===== src/rtl/clipped_pixel_alpha_blend_defines.svh =====
// Assertion macros for the top-level RTL file.
`ifndef CLIPPED_PIXEL_ALPHA_BLEND_DEFINES_SVH
`define CLIPPED_PIXEL_ALPHA_BLEND_DEFINES_SVH

// The consequent must hold in the same cycle as the antecedent.
`define CPAB_ASSERT_SAME(label, clk, rst_n, ante, cons) \
    label: assert property (@(posedge clk) disable iff (!rst_n) (ante) |-> (cons)) \
        else $error("cpab assertion failed");

// The consequent must hold in the cycle after the antecedent.
`define CPAB_ASSERT_NEXT(label, clk, rst_n, ante, cons) \
    label: assert property (@(posedge clk) disable iff (!rst_n) (ante) |=> (cons)) \
        else $error("cpab assertion failed");

`endif


===== src/rtl/cpab_pkg.sv =====
`timescale 1ns / 1ps

package cpab_pkg;

    localparam int unsigned COORD_BITS_DEFAULT = 14;
    localparam int unsigned MID_DEPTH_DEFAULT  = 2;
    localparam int unsigned OUT_DEPTH_DEFAULT  = 4;

    localparam int unsigned CFG_INDEX_W = 3;
    localparam int unsigned CFG_DATA_W  = 15;

    localparam logic [CFG_INDEX_W-1:0] REG_CLIP_LEFT        = 3'd0;
    localparam logic [CFG_INDEX_W-1:0] REG_CLIP_TOP         = 3'd1;
    localparam logic [CFG_INDEX_W-1:0] REG_CLIP_RIGHT       = 3'd2;
    localparam logic [CFG_INDEX_W-1:0] REG_CLIP_BOTTOM      = 3'd3;
    localparam logic [CFG_INDEX_W-1:0] REG_ROW_PITCH_WORDS  = 3'd4;
    localparam logic [CFG_INDEX_W-1:0] REG_SURFACE_ATTACHED = 3'd5;

    localparam logic [7:0] ALPHA_OPAQUE = 8'hFF;
    localparam logic [7:0] COV_FULL     = 8'd255;

    typedef struct packed {
        logic signed [15:0] pos_x;
        logic signed [15:0] pos_y;
        logic [23:0]        source_colour;
        logic [7:0]         coverage;
        logic [31:0]        destination_pixel;
    } item_t;

    typedef struct packed {
        logic        write_enable;
        logic [27:0] word_address;
        logic [31:0] new_pixel;
    } result_t;

    typedef struct packed {
        logic [13:0] clip_left;
        logic [13:0] clip_top;
        logic [14:0] clip_right;
        logic [14:0] clip_bottom;
        logic [13:0] row_pitch_words;
        logic        surface_attached;
    } cfg_t;

    typedef struct packed {
        logic [23:0] source_colour;
        logic [7:0]  coverage;
        logic [23:0] destination_rgb;
    } blend_t;

    // A coordinate that passes the clip test is below 2^coord_bits and below 2^15.
    function automatic int unsigned coord_width(input int unsigned coord_bits);
        return (coord_bits < 15) ? coord_bits : 15;
    endfunction

endpackage


===== src/rtl/cpab_fifo.sv =====
`timescale 1ns / 1ps

module cpab_fifo #(
    parameter int unsigned DEPTH = 2,
    parameter int unsigned WIDTH = 8
) (
    input  logic                         clk,
    input  logic                         rst_n,
    input  logic                         push,
    input  logic [WIDTH-1:0]             wdata,
    output logic                         full,
    input  logic                         pop,
    output logic                         empty,
    output logic [WIDTH-1:0]             rdata,
    output logic [$clog2(DEPTH+1)-1:0]   count
);

    localparam int unsigned PW   = $clog2(DEPTH);
    localparam int unsigned CNTW = $clog2(DEPTH + 1);

    logic [WIDTH-1:0] mem_reg [DEPTH];
    logic [PW-1:0]    wr_ptr_reg;
    logic [PW-1:0]    wr_ptr_next;
    logic [PW-1:0]    rd_ptr_reg;
    logic [PW-1:0]    rd_ptr_next;
    logic [CNTW-1:0]  count_reg;
    logic [CNTW-1:0]  count_next;
    logic             do_push;
    logic             do_pop;

    assign full    = (count_reg == CNTW'(DEPTH));
    assign empty   = (count_reg == '0);
    assign do_push = push && !full;
    assign do_pop  = pop && !empty;
    assign rdata   = mem_reg[rd_ptr_reg];
    assign count   = count_reg;

    always_comb
    begin
        wr_ptr_next = wr_ptr_reg;
        rd_ptr_next = rd_ptr_reg;
        if (do_push)
        begin
            wr_ptr_next = (wr_ptr_reg == PW'(DEPTH - 1)) ? '0 : wr_ptr_reg + PW'(1);
        end
        if (do_pop)
        begin
            rd_ptr_next = (rd_ptr_reg == PW'(DEPTH - 1)) ? '0 : rd_ptr_reg + PW'(1);
        end
        count_next  = count_reg;
        if (do_push && !do_pop)
        begin
            count_next = count_reg + CNTW'(1);
        end
        else if (do_pop && !do_push)
        begin
            count_next = count_reg - CNTW'(1);
        end
    end

    always_ff @(posedge clk or negedge rst_n)
    begin
        if (!rst_n)
        begin
            wr_ptr_reg <= '0;
            rd_ptr_reg <= '0;
            count_reg  <= '0;
        end
        else
        begin
            wr_ptr_reg <= wr_ptr_next;
            rd_ptr_reg <= rd_ptr_next;
            count_reg  <= count_next;
        end
    end

    always_ff @(posedge clk)
    begin
        if (do_push)
        begin
            mem_reg[wr_ptr_reg] <= wdata;
        end
    end

endmodule


===== src/rtl/cpab_front.sv =====
`timescale 1ns / 1ps

module cpab_front #(
    parameter int unsigned COORD_BITS = cpab_pkg::COORD_BITS_DEFAULT
) (
    input  logic                                              clk,
    input  logic                                              rst_n,
    input  cpab_pkg::cfg_t                                    cfg,
    input  logic                                              push,
    input  cpab_pkg::item_t                                   item,
    output logic                                              full,
    output logic                                              valid,
    input  logic                                              queue_full,
    output logic                                              write,
    output logic [cpab_pkg::coord_width(COORD_BITS)-1:0]      x,
    output logic [cpab_pkg::coord_width(COORD_BITS)-1:0]      y,
    output cpab_pkg::blend_t                                  blend
);

    import cpab_pkg::*;

    localparam int unsigned CW    = coord_width(COORD_BITS);
    localparam logic [16:0] LIMIT = 17'(1) << COORD_BITS;

    logic          valid_reg;
    logic          valid_next;
    logic          write_reg;
    logic [CW-1:0] x_reg;
    logic [CW-1:0] y_reg;
    blend_t        blend_reg;
    logic [16:0]   x_ext;
    logic [16:0]   y_ext;
    logic          x_inside;
    logic          y_inside;
    logic          keep;
    logic          accept;
    logic          advance;

    always_comb
    begin
        x_ext    = {2'b00, item.pos_x[14:0]};
        y_ext    = {2'b00, item.pos_y[14:0]};
        x_inside = !item.pos_x[15] && (x_ext >= 17'(cfg.clip_left))
                   && (x_ext < 17'(cfg.clip_right)) && (x_ext < LIMIT);
        y_inside = !item.pos_y[15] && (y_ext >= 17'(cfg.clip_top))
                   && (y_ext < 17'(cfg.clip_bottom)) && (y_ext < LIMIT);
        keep     = cfg.surface_attached && (item.coverage != 8'd0) && x_inside && y_inside;
    end

    assign full    = valid_reg && queue_full;
    assign accept  = push && !full;
    assign advance = valid_reg && !queue_full;

    always_comb
    begin
        valid_next = valid_reg;
        priority if (accept)
        begin
            valid_next = 1'b1;
        end
        else if (advance)
        begin
            valid_next = 1'b0;
        end
    end

    always_ff @(posedge clk or negedge rst_n)
    begin
        if (!rst_n)
        begin
            valid_reg <= 1'b0;
        end
        else
        begin
            valid_reg <= valid_next;
        end
    end

    always_ff @(posedge clk)
    begin
        if (accept)
        begin
            write_reg                 <= keep;
            x_reg                     <= item.pos_x[CW-1:0];
            y_reg                     <= item.pos_y[CW-1:0];
            blend_reg.source_colour   <= item.source_colour;
            blend_reg.coverage        <= item.coverage;
            blend_reg.destination_rgb <= item.destination_pixel[23:0];
        end
    end

    assign valid = valid_reg;
    assign write = write_reg;
    assign x     = x_reg;
    assign y     = y_reg;
    assign blend = blend_reg;

endmodule


===== src/rtl/cpab_back.sv =====
`timescale 1ns / 1ps

module cpab_back #(
    parameter int unsigned COORD_BITS = cpab_pkg::COORD_BITS_DEFAULT,
    parameter int unsigned OUT_DEPTH  = cpab_pkg::OUT_DEPTH_DEFAULT
) (
    input  logic                                              clk,
    input  logic                                              rst_n,
    input  cpab_pkg::cfg_t                                    cfg,
    input  logic                                              valid,
    input  logic                                              write,
    input  logic [cpab_pkg::coord_width(COORD_BITS)-1:0]      x,
    input  logic [cpab_pkg::coord_width(COORD_BITS)-1:0]      y,
    input  cpab_pkg::blend_t                                  blend,
    output logic                                              take,
    output logic                                              empty,
    input  logic                                              pop,
    output cpab_pkg::result_t                                 result
);

    import cpab_pkg::*;

    localparam int unsigned CW     = coord_width(COORD_BITS);
    localparam int unsigned PROD_W = CW + 14;
    localparam int unsigned AW     = PROD_W + 1;
    localparam int unsigned CNTW   = $clog2(OUT_DEPTH + 1);

    logic              v1_reg;
    logic              v2_reg;
    logic              w1_reg;
    logic [CW-1:0]     x1_reg;
    logic [PROD_W-1:0] prod_reg;
    logic [15:0]       src_prod_reg [3];
    logic [15:0]       dst_prod_reg [3];
    result_t           result_reg;
    logic [15:0]       src_prod_next [3];
    logic [15:0]       dst_prod_next [3];
    logic [7:0]        inv_cov;
    logic [16:0]       sum [3];
    logic [16:0]       scaled [3];
    logic [7:0]        chan [3];
    logic [AW-1:0]     addr_sum;
    result_t           result_next;
    logic [CNTW-1:0]   out_count;
    logic              out_full;
    logic [$bits(result_t)-1:0] out_rdata;

    // The output queue always has a slot for every beat already in the two stages.
    assign take = valid
                  && (({1'b0, out_count} + (CNTW+1)'(v1_reg) + (CNTW+1)'(v2_reg))
                      < (CNTW+1)'(OUT_DEPTH));

    always_comb
    begin
        inv_cov = COV_FULL - blend.coverage;
        for (int i = 0; i < 3; i++)
        begin
            src_prod_next[i] = 16'(blend.source_colour[8*i +: 8]) * 16'(blend.coverage);
            dst_prod_next[i] = 16'(blend.destination_rgb[8*i +: 8]) * 16'(inv_cov);
        end
    end

    always_comb
    begin
        for (int i = 0; i < 3; i++)
        begin
            sum[i]    = 17'(src_prod_reg[i]) + 17'(dst_prod_reg[i]);
            scaled[i] = sum[i] + (sum[i] >> 8) + 17'd1;
            chan[i]   = scaled[i][15:8];
        end
        addr_sum = AW'(prod_reg) + AW'(x1_reg);
        result_next.write_enable = w1_reg;
        result_next.word_address = w1_reg ? 28'(addr_sum) : 28'd0;
        result_next.new_pixel    = w1_reg ? {ALPHA_OPAQUE, chan[2], chan[1], chan[0]} : 32'd0;
    end

    always_ff @(posedge clk or negedge rst_n)
    begin
        if (!rst_n)
        begin
            v1_reg <= 1'b0;
            v2_reg <= 1'b0;
        end
        else
        begin
            v1_reg <= take;
            v2_reg <= v1_reg;
        end
    end

    always_ff @(posedge clk)
    begin
        if (take)
        begin
            w1_reg   <= write;
            x1_reg   <= x;
            prod_reg <= PROD_W'(y) * PROD_W'(cfg.row_pitch_words);
            for (int i = 0; i < 3; i++)
            begin
                src_prod_reg[i] <= src_prod_next[i];
                dst_prod_reg[i] <= dst_prod_next[i];
            end
        end
        if (v1_reg)
        begin
            result_reg <= result_next;
        end
    end

    cpab_fifo #(
        .DEPTH (OUT_DEPTH),
        .WIDTH ($bits(result_t))
    ) u_out_queue (
        .clk   (clk),
        .rst_n (rst_n),
        .push  (v2_reg),
        .wdata (result_reg),
        .full  (out_full),
        .pop   (pop),
        .empty (empty),
        .rdata (out_rdata),
        .count (out_count)
    );

    assign result = result_t'(out_rdata);

endmodule


===== src/rtl/clipped_pixel_alpha_blend.sv =====
`timescale 1ns / 1ps

// Clipped source-over pixel blend for ARGB8888 frame buffers. One pixel is accepted per clock
// while full is low, and one result comes out for every pixel, in order: a write with its word
// address (y * row pitch + x) and the blended word with alpha 0xFF, or a dropped beat with all
// fields zero when no surface is attached, coverage is zero or the pixel lies outside the clip
// rectangle. A result passes the classifying front register, the middle queue, two back stages
// (multipliers, then divide by 255 and address add) and the output queue. The back pulls from
// the middle queue only while its output queue has room for the beats in flight, which together
// with the output queue depth keeps one pixel per clock sustained while results are popped
// every clock. The user must write clip and pitch registers only while the block is idle; the
// block itself does not enforce this.
module clipped_pixel_alpha_blend #(
    parameter int unsigned COORD_BITS = cpab_pkg::COORD_BITS_DEFAULT,
    parameter int unsigned MID_DEPTH  = cpab_pkg::MID_DEPTH_DEFAULT,
    parameter int unsigned OUT_DEPTH  = cpab_pkg::OUT_DEPTH_DEFAULT
) (
    input  logic                                   clk,
    input  logic                                   rst_n,
    input  logic                                   push,
    input  cpab_pkg::item_t                        item,
    output logic                                   full,
    output logic                                   empty,
    input  logic                                   pop,
    output cpab_pkg::result_t                      result,
    input  logic                                   cfg_write,
    input  logic [cpab_pkg::CFG_INDEX_W-1:0]       cfg_index,
    input  logic [cpab_pkg::CFG_DATA_W-1:0]        cfg_data
);

    import cpab_pkg::*;

`include "clipped_pixel_alpha_blend_defines.svh"

    localparam int unsigned CW      = coord_width(COORD_BITS);
    localparam int unsigned MW      = 1 + 2 * CW + $bits(blend_t);
    localparam int unsigned MCNTW   = $clog2(MID_DEPTH + 1);

    cfg_t          cfg_reg;
    cfg_t          cfg_next;
    logic          f_valid;
    logic          f_write;
    logic [CW-1:0] f_x;
    logic [CW-1:0] f_y;
    blend_t        f_blend;
    logic          mid_full;
    logic          mid_empty;
    logic [MW-1:0] mid_rdata;
    logic [MCNTW-1:0] mid_count;
    logic          m_write;
    logic [CW-1:0] m_x;
    logic [CW-1:0] m_y;
    blend_t        m_blend;
    logic          b_take;

    always_comb
    begin
        cfg_next = cfg_reg;
        if (cfg_write)
        begin
            unique case (cfg_index)
                REG_CLIP_LEFT:        cfg_next.clip_left        = cfg_data[13:0];
                REG_CLIP_TOP:         cfg_next.clip_top         = cfg_data[13:0];
                REG_CLIP_RIGHT:       cfg_next.clip_right       = cfg_data[14:0];
                REG_CLIP_BOTTOM:      cfg_next.clip_bottom      = cfg_data[14:0];
                REG_ROW_PITCH_WORDS:  cfg_next.row_pitch_words  = cfg_data[13:0];
                REG_SURFACE_ATTACHED: cfg_next.surface_attached = cfg_data[0];
                default:              cfg_next = cfg_reg;
            endcase
        end
    end

    always_ff @(posedge clk or negedge rst_n)
    begin
        if (!rst_n)
        begin
            cfg_reg <= '0;
        end
        else
        begin
            cfg_reg <= cfg_next;
        end
    end

    cpab_front #(
        .COORD_BITS (COORD_BITS)
    ) u_front (
        .clk        (clk),
        .rst_n      (rst_n),
        .cfg        (cfg_reg),
        .push       (push),
        .item       (item),
        .full       (full),
        .valid      (f_valid),
        .queue_full (mid_full),
        .write      (f_write),
        .x          (f_x),
        .y          (f_y),
        .blend      (f_blend)
    );

    cpab_fifo #(
        .DEPTH (MID_DEPTH),
        .WIDTH (MW)
    ) u_mid_queue (
        .clk   (clk),
        .rst_n (rst_n),
        .push  (f_valid),
        .wdata ({f_write, f_x, f_y, f_blend}),
        .full  (mid_full),
        .pop   (b_take),
        .empty (mid_empty),
        .rdata (mid_rdata),
        .count (mid_count)
    );

    assign {m_write, m_x, m_y, m_blend} = mid_rdata;

    cpab_back #(
        .COORD_BITS (COORD_BITS),
        .OUT_DEPTH  (OUT_DEPTH)
    ) u_back (
        .clk    (clk),
        .rst_n  (rst_n),
        .cfg    (cfg_reg),
        .valid  (!mid_empty),
        .write  (m_write),
        .x      (m_x),
        .y      (m_y),
        .blend  (m_blend),
        .take   (b_take),
        .empty  (empty),
        .pop    (pop),
        .result (result)
    );

    `CPAB_ASSERT_SAME(a_drop_zero, clk, rst_n, !empty && !result.write_enable,
        result.word_address == 28'd0 && result.new_pixel == 32'd0)
    `CPAB_ASSERT_SAME(a_alpha_opaque, clk, rst_n, !empty && result.write_enable,
        result.new_pixel[31:24] == ALPHA_OPAQUE)
    `CPAB_ASSERT_SAME(a_write_needs_surface, clk, rst_n, f_valid && f_write,
        cfg_reg.surface_attached)
    `CPAB_ASSERT_NEXT(a_zero_cov_dropped, clk, rst_n, push && !full && item.coverage == 8'd0,
        f_valid && !f_write)
    `CPAB_ASSERT_SAME(a_mid_bound, clk, rst_n, 1'b1, mid_count <= MCNTW'(MID_DEPTH))

endmodule


===== config.mk =====
export PLATFORM = sky130hd
export DESIGN_NAME = clipped_pixel_alpha_blend
export DESIGN_NICKNAME = d
export VERILOG_FILES = /design/src/rtl/cpab_pkg.sv /design/src/rtl/cpab_fifo.sv /design/src/rtl/cpab_front.sv /design/src/rtl/cpab_back.sv /design/src/rtl/clipped_pixel_alpha_blend.sv
export VERILOG_INCLUDE_DIRS = /design/src /design/src/rtl
export SDC_FILE = /design/constraint.sdc
export NUM_CORES = 2
export LEC_CHECK = 0
export ABC_AREA = 0
export ABC_CLOCK_PERIOD_IN_PS = 12400
export BUFFER_PORTS_ARGS = -buffer_cell sky130_fd_sc_hd__buf_4
export CORE_ASPECT_RATIO = 0.9
export CORE_MARGIN = 4
export CORE_UTILIZATION = 57
export DETAILED_ROUTE_END_ITERATION = 10
export PLACE_DENSITY_LB_ADDON = 0.3
export SLEW_MARGIN = 5
export SYNTH_ARGS = -nofsm -noshare
export SYNTH_HDL_FRONTEND = slang
export SYNTH_SLANG_ARGS = --single-unit

===== constraint.sdc =====
create_clock -name clk -period 12.4 [get_ports clk]
set_input_delay 3.1 -clock clk [delete_from_list [all_inputs] [get_ports clk]]
set_output_delay 3.1 -clock clk [all_outputs]
set_load 0.05 [all_outputs]

==> impl_summary.log <==
[metrics] cell-by-cell trace of the critical path: buf_4 -> buf_4 -> mux2i_2 -> buf_4 -> nand2_1 -> fa_1 -> fa_1 -> inv_1 -> fa_1 -> fa_1 -> ha_1 -> a21boi_0 -> o21ai_0 -> a21boi_0 -> o2111ai_1 -> nand2_1 -> nor2_1 -> xnor2_1
[metrics] time the final worst path needs with I/O delays and setup: approximately 7.6 ns
[metrics] die span in x: 318 um
[metrics] proportion of synthesized flip-flops having asynchronous set or reset: about an eighth
[metrics] Setup Crit Path Kind: flip-flop to flip-flop
[metrics] filler cell count: roughly 6,500
[metrics] # rows: 102
[metrics] worst reg2reg path startpoint: u_mid_queue.rd_ptr_reg
[metrics] number of enable-type register cells in the synthesized netlist: approximately 660
[metrics] most common cell after layout, fill and taps aside: edfxtp_1
[metrics] Clk pin slew, worst setup/hold paths: 0.06 ns
[metrics] dominant register cell in the synthesized netlist: edfxtp_1
[metrics] Peak Freq: 131 MHz
[metrics] global route overflow: 0
[metrics] Rel. slew slack: 23.8%
[metrics] aggregate routed wire length: roughly 100,000 um
[metrics] total number of vias: between 30,000 and 40,000
[metrics] synthesized net count: 4,989
[metrics] Worst path slowest cell: dfrtp_4
[metrics] initial antenna violation count: 3
[metrics] Worst setup EP type: flip-flop
[metrics] Global Route Usage Sum: 22.8%
[metrics] depth of the CTS H-tree: 3
[metrics] area grow syn2layout: 10.8%
[metrics] combined area of the multi-input logic cells: approximately 25,000 sq um
[metrics] crit path DAT: 7.98 ns
[metrics] Antenna Nets Post-Route: 0
[metrics] number of DRC markers in iteration 0: 2,307
[metrics] count of input and output buffers: 173
[metrics] nets: 5,162
[metrics] largest net degree at the start of global routing: 71
[metrics] detailed placer's ending HPWL: 74,700 um
[metrics] final number of hold-violating endpoints: 0
[metrics] fraction of the core area covered by cells at the end of the flow: 63.6%
[metrics] total negative slack for setup checks: 0 ns
[metrics] number of flip-flops under the largest register name: about 210
[metrics] Sequential Area: about 22,000 sq um
[metrics] Clock Skews: ~0.028 ns
[metrics] initial core utilization: a little under three fifths
[metrics] final setup violating endpoints: 0
[metrics] Final Wtd Congestion: between 0.8 and 0.9
[metrics] startpoint of the lowest-slack hold path: u_front.blend[13]
[metrics] result of the run: completed
[metrics] CTS tree: yes
[metrics] Period Utilization, post-route: between 60% and 70%
[metrics] # hold bufs at CTS: 0
[metrics] number of iterations in the first detailed-routing pass: 6
[metrics] capture instance of the worst register-to-register path: u_back.dst_prod_reg[0][45]
[metrics] Reg2Reg Depth: 18
[metrics] fraction of layout cells with a size suffix above 1: between 10% and 20%
[metrics] Ys Warns: 0
[metrics] buffer count from post-CTS setup fixing: 0
[metrics] clock latency at the later pin of the worst-skew pair: between 0.6 and 0.7 ns
[metrics] Hold Path Cell Cnt: 0
[metrics] # Max-Cap Violations: 0
[metrics] Die Y: between 200 and 300 um
[metrics] number of distinct library cell variants in the gate-level netlist after synthesis: 87
[metrics] number of top-level pins: 182
[metrics] detail-routed via count per cell: 5.53
[metrics] Most common cell on crit path: fa_1
[metrics] Data required, critical path: 12.77 ns
[metrics] stage delay of the slowest cell on the critical path: 0.94 ns
[metrics] number of clock buffers inserted by TritonCTS: 78
[metrics] largest fanout on the critical path: 50
[metrics] most frequent cells in the layout: edfxtp_1, inv_1, ha_1, nand2_1, fa_1
[metrics] wire length of the first global-routing pass: 166,000 um
[metrics] sequential element share of the synthesized area: between 40% and 50%
[metrics] Std-Cell Core Area: 86,000 sq um
[metrics] wire length per cell after detailed routing: roughly 19 um
[metrics] cell count after synthesis: 4,050
[metrics] cell area after synthesis: approximately 50,000 sq um
[metrics] setup repair after global routing missed its margin: false
[metrics] fin. max-slew vios: 0
[metrics] number of global-route vias before repair: 30,800
[metrics] worst hold path type: flip-flop to flip-flop
[metrics] register-to-register path setup slack: 4.78 ns
[metrics] clk sinks: 746
[metrics] count of state elements after synthesis: roughly 750
[metrics] number of remaining DRC errors: 0
[metrics] type of element launching the critical path: flip-flop
[metrics] cell at the root of the clock tree: clkbuf_16
[metrics] transition at the pin with the smallest max-transition slack: 1.11 ns
[metrics] number of resized instances in the post-cts repair step: 0
[metrics] Die Outline Area: 91,500 sq um
[metrics] average cell area after synthesis: 12.2 sq um
[metrics] Min-Delay Endpoint: u_mid_queue.mem_reg[0][13]
[metrics] Max Buffers Root-to-Sink: 3
[metrics] diode count: 0
## cell type report
cell class	count	share of cell area, %
well taps	1144	2.61
clock inverters	51	1.18
flip-flops and latches	746	40.1
inverters	533	3.65
clock buffers	93	3.74
repair buffers	202	2.77
multi-input cells	2662	45.9
## critical path: cells and delay by family, from the launching register on
| kind | cells | cell delay, ns |
|---|---|---|
| DFF | 1 | 0.94 |
| AOI/OAI and AO/OA | 4 | 0.96 |
| muxes | 1 | 0.80 |
| buffers and inverters | 4 | 1.59 |
| xor gates and xnor gates | 1 | 0.40 |
| adders and majority gates | 5 | 2.35 |
| and+or+nand+nor | 3 | 0.24 |
## Yosys cell counts (16+ instances only)
| cell | instances | area [sq um] |
|---|---|---|
| a21o_1 | 59 | 443 |
| nor2b_1 | 23 | 144 |
| xor2_1 | 52 | 455 |
| mux4_2 | 53 | 1190 |
| and3_1 | 19 | 119 |
| ha_1 | 458 | 5730 |
| and2_1 | 149 | 932 |
| nand2_1 | 372 | 1400 |
| clkbuf_1 | 83 | 312 |
| nor2_1 | 279 | 1050 |
| a211oi_1 | 18 | 135 |
| mux2i_1 | 48 | 480 |
| mux2_2 | 107 | 1200 |
| a21oi_1 | 100 | 500 |
| inv_1 | 533 | 2000 |
| o21ai_0 | 119 | 596 |
| edfxtp_1 | 659 | 19800 |
| xnor2_1 | 108 | 946 |
| dfrtp_1 | 87 | 2180 |
| fa_1 | 362 | 7250 |
| nor3_1 | 35 | 175 |
| o21a_1 | 22 | 165 |
| nand3_1 | 27 | 135 |
| o21bai_1 | 16 | 120 |
| nand2b_1 | 37 | 231 |
## routing by layer
metal  GRT usage, %  routed length, um  vias up
li1               -                  -    14200
met1           35.1              48600    14800
met2           33.7              43700      890
met3           4.46               7610      131
met4           5.45               1980        0
met5              0                  0        -
## cell families after synthesis
| kind of cell | count (synthesis) | share of synthesized area [%] |
|---|---|---|
| buf+inv | 642 | 4.95 |
| flops | 746 | 44.4 |
| fa+ha+maj | 820 | 26.3 |
| simple gates | 1027 | 9.79 |
| xor+xnor | 161 | 2.87 |
| mux | 208 | 5.82 |
| compound gates | 446 | 5.88 |
## per-stage QoR
step	cells	instance area (sq um)	setup WS [ns]	hold WS [ns]
floorplan	4050	49400	4.27	0.421
global placement	5287	52000	4.86	0.422
detailed placement	5287	52000	4.73	0.429
CTS	5431	54700	4.70	0.441
global route	5431	54700	4.32	0.452
finish	5431	54700	4.78	0.440
## worst max-delay path by stage
stage	slack, ns	end	start	depth (start not counted)
after global routing	4.32	u_back.dst_prod_reg[0][15]	u_mid_queue.rd_ptr_reg	20
after CTS	4.70	u_back.dst_prod_reg[0][15]	u_mid_queue.rd_ptr_reg	20
after global placement	4.86	u_back.dst_prod_reg[0][15]	u_mid_queue.rd_ptr_reg	20
after floorplan	4.27	u_mid_queue.count[1]	u_back.v1_reg	7
final	4.78	u_back.dst_prod_reg[0][45]	u_mid_queue.rd_ptr_reg	18
after detailed placement	4.73	u_back.dst_prod_reg[0][15]	u_mid_queue.rd_ptr_reg	20
Power is left out: the tool's default activity adds up to more than one toggle a clock period on the data nets, which glitch-free logic cannot reach.
